$ cat config.mk
export PLATFORM = sky130hd
export DESIGN_NAME = rmst_max_unit
export DESIGN_NICKNAME = d
export VERILOG_FILES = /design/src/hw/rtl/range_max_segment_tree_unit_macros.svh /design/src/hw/rtl/rmst_pkg.sv /design/src/hw/rtl/rmst_max_unit.sv
export SDC_FILE = /design/constraint.sdc
export NUM_CORES = 1
export LEC_CHECK = 0
export BUFFER_PORTS_ARGS = -buffer_cell sky130_fd_sc_hd__buf_2
export CAP_MARGIN = 20
export CORE_AREA = 2 2 61 63
export DETAILED_ROUTE_END_ITERATION = 16
export DIE_AREA = 0 0 63 65
export GPL_TIMING_DRIVEN = 0
export PLACE_DENSITY_LB_ADDON = 0.2
export SYNTH_ARGS = -nofsm -noshare
export SYNTH_HDL_FRONTEND = slang
export SYNTH_SLANG_ARGS = --single-unit
$ cat constraint.sdc
create_clock -name vclk -period 2.84
set_clock_uncertainty 0.15 [all_clocks]
set_input_delay 0.284 -clock vclk [all_inputs]
set_output_delay 0.284 -clock vclk [all_outputs]
set_load 0.02 [all_outputs]
$ cat src/hw/rtl/range_max_segment_tree_unit_macros.svh
// ----------------------------------------------------------------------------
// Range max segment tree assertion macros
// Shared concurrent assertion forms, clocked on clk and held off in reset.
// ----------------------------------------------------------------------------
`ifndef RANGE_MAX_SEGMENT_TREE_UNIT_MACROS_SVH
`define RANGE_MAX_SEGMENT_TREE_UNIT_MACROS_SVH

// Same-cycle implication.
`define RMST_ASSERT_IMP(label, ante, cons) \
  label: assert property (@(posedge clk) disable iff (!rst_n) (ante) |-> (cons)) \
    else $error("range max tree: same-cycle check failed");

// Next-cycle implication.
`define RMST_ASSERT_NXT(label, ante, cons) \
  label: assert property (@(posedge clk) disable iff (!rst_n) (ante) |=> (cons)) \
    else $error("range max tree: next-cycle check failed");

`endif

$ cat src/hw/rtl/rmst_pkg.sv
// ----------------------------------------------------------------------------
// Range max segment tree package
// Field widths, value type, saturation limits, item kinds and sequencer states.
// ----------------------------------------------------------------------------
`default_nettype none

package rmst_pkg;

  localparam int VALUE_W = 31;
  localparam int POS_W   = 10;
  localparam int RANGE_W = 11;

  typedef logic signed [VALUE_W-1:0] value_t;
  typedef logic [POS_W-1:0]          pos_t;
  typedef logic [RANGE_W-1:0]        range_t;

  localparam value_t VALUE_LIMIT = 31'sd1000000000;
  localparam value_t EMPTY_MARK  = -31'sd1000000000;

  // item kinds
  localparam logic KIND_WRITE = 1'b0;
  localparam logic KIND_QUERY = 1'b1;

  typedef enum logic [2:0] {
    ST_CLEAR,
    ST_IDLE,
    ST_WLEAF,
    ST_WCALC,
    ST_QL,
    ST_QR
  } state_t;

endpackage

`default_nettype wire

$ cat src/hw/rtl/rmst_max_unit.sv
// ----------------------------------------------------------------------------
// Range max segment tree compare unit
// Signed maximum of the accumulator and the node read from memory.
// ----------------------------------------------------------------------------
`default_nettype none

module rmst_max_unit (
  input  wire rmst_pkg::value_t a,
  input  wire rmst_pkg::value_t b,
  output rmst_pkg::value_t      y
);
  import rmst_pkg::*;

  assign y = (a > b) ? a : b;

endmodule

`default_nettype wire

==> run_results.csv <==
group,metric,value,unit
setup_path,critPathLaunchType,"input pin",
hold_path,hp-class,"input pin to output port",
sta,rsz0062_at_grt,"true",
drt,drc,0,
drt,wl,3.624,mm
finish,antenna_cells,0,
yosys,yosys_warnings,0,
sta,fmax,332.9,MHz
yosys,syn_area,1316,sq um
hold_path,worstHoldPathCells,3,
run_status,status,"finished with violations",
setup_path,worstPathMaxFanout,5,
sta,setup_slack,-164.3,ps
drt,via_per_inst,4.869,
die,chipWidth,63,microns
die,die_y,65,microns
sta,maxSlewViolCount,0,
setup_path,critPathTopFamily,"simple AND/OR/NAND/NOR gates",
place,hpwl,2.585,mm
yosys,yosys.area.top_type,"mux2_4",
yosys,synthCells,146,
finish,clockBufferCount,0,
sta,tightestPinTransition,458.2,ps
sta,relSlewSlack,69.25,%
global_routing,grt_max_degree,11,
finish,fillers,296,
drt,wl_per_cell,12.20,microns
finish,seq_cells,0,
finish,finish.instance_area,2472,sq um
yosys,yosys-top-cells-count,"inv_1, ha_1, mux2_4",
run,drv_cap,0,
global_routing,antenna_found_initial,0,
yosys,ys_seq_area_share,0,%
finish,final_nets,344,
global_routing,grt_use_total,16.19,%
drt,num_vias,1446,
yosys,synth.area.top_cells,"mux2_4, ha_1, inv_1, a21oi_1, buf_8",
sta,hold_viol,0,
die,boundaryPins,93,
finish,fin_cells,297,
setup_path,crit_type,"input pin to output port",
yosys,synth_top_area_share,34.22,%
run_status,violations,"setup timing",
setup_path,cp_cell_sequence,"buf_2 > inv_1 > ha_4 > nand2_2 > or4_4 > o32a_1 > o211ai_4 > buf_12 > buf_8 > mux2_4 > buf_6",
global_routing,grt_pass1_vias,1360,
global_routing,overflow,0,
place,portBuffers,93,
sta,setup-violations-final,31,
finish,final_core_util,70.72,%
setup_path,path_buf_inv,5,
drt,first_iter_violations,14,
finish,ff_latch_area,0,sq um
place,dpl_cell_area,1842,sq um
die,die_area,4095,sq um
yosys,avgSynthCellArea,9.015,sq um
yosys,synth_most_common_cell,"inv_1",
finish,area_delta_synth_final,87.83,%
setup_path,crit_arrival,2570,ps
clock_tree,hold_buffers,0,
die,rows,22,
setup_path,cp_slowest_cell,"or4_4",
setup_path,critical_path_depth,11,
drt,ant_nets,0,
setup_path,crit_path_end_kind,"output port",
die,core_area,3496,sq um
yosys,ys_types,26,
drt,firstDrtPassIters,4,
die,initial_core_util,37.65,%
yosys,syn_nets,239,
power_and_ir_drop,power.leakage,0.001291,uW
place,dpl.cell_count,287,
power_and_ir_drop,vdd_drop_max,0.1332,mV
place,gp_congestion,0.7253,
sta,finalCriticalPeriod,3004,ps
power_and_ir_drop,power,667.4,uW
power_and_ir_drop,p_per_area,269.9,nW/um^2
global_routing,grt_pass1_wl,5.595,mm
finish,drive_gt1_share,67.47,%
setup_path,cpPeakStageDelay,530,ps
sta,min_period_over_period,105.8,%
setup_path,critPathRequiredTime,2410,ps
[final cells by class]
type	count	area [sq um]	area share (%)
Multi-Input combinational cell	110	1370	55.41
Inverter	33	141.4	5.719
Timing Repair Buffer	104	870.8	35.22
Tap cell	48	60.06	2.429
Buffer	2	30.03	1.215
[power breakdown]
group | switching [uW] | internal, uW | total (uW)
logic | 285 | 382 | 667
clock network | 0 | 0 | 0
registers | 0 | 0 | 0
total | 285 | 382 | 667
[final timing paths]
check             start  slack (ps)  endpoint
setup / recovery  b[22]        -160     y[14]
hold / removal    b[10]         730     y[10]
[worst min-delay path, stage by stage]
cell,delay [ps]
buf_6,70
mux2_4,130
buf_6,110
[timing repair]
item	4_1_cts	5_1_grt
setup endpoints to repair	31	31
gates cloned	2	0
buffers inserted	9	1
pin swaps	10	10
resized for setup	72	50
[through the flow]
step / hold WS [ps] / TNS, ps / setup slack, ps
final: 730.6 / -3655 / -164.3
after global routing: 742.6 / -5472 / -222.5
after CTS: 731.2 / -4100 / -159.8
after detailed placement: 775.6 / -6945 / -236.9
after global placement: 775.5 / -7061 / -237.6
after floorplan: 577.4 / 0 / 79.07
[cells in the final DEF, fill, tap and decap left out, types with 2 or more instances in the layout]
cell type and instances:
nor3_1 2, nor2b_1 2, a221oi_2 2, ha_1 17
nand3_1 3, inv_4 7, buf_4 6, buf_8 8
nand2_1 4, ha_4 14, o21ai_0 3, inv_1 25
buf_6 38, a21oi_1 8, nand4_1 5, nand2_2 2
buf_2 52, mux2_4 31, a21o_1 2
[metal layers]
| layer | global-route usage, % | share of wire [%] | vias up |
|---|---|---|---|
| li1 | - | - | 733 |
| met1 | 19.10 | 40 | 662 |
| met2 | 33.38 | 55 | 51 |
| met3 | 1.042 | 5.2 | 0 |
| met4 | 0 | 0 | 0 |
| met5 | 0 | 0 | - |
[cells by family (layout without fill, tap and decap cells)]
group                      count (synthesis)  count (layout)  share of synthesized area (%)
buffers and inverters                     36             139                          12.83
adders and majority gates                 31              31                          29.47
muxes                                     31              31                          35.08
and+or+nand+nor                           25              25                          11.12
AOI/OAI and AO/OA                         23              23                          11.50
Power figures use the tool's default switching activity.
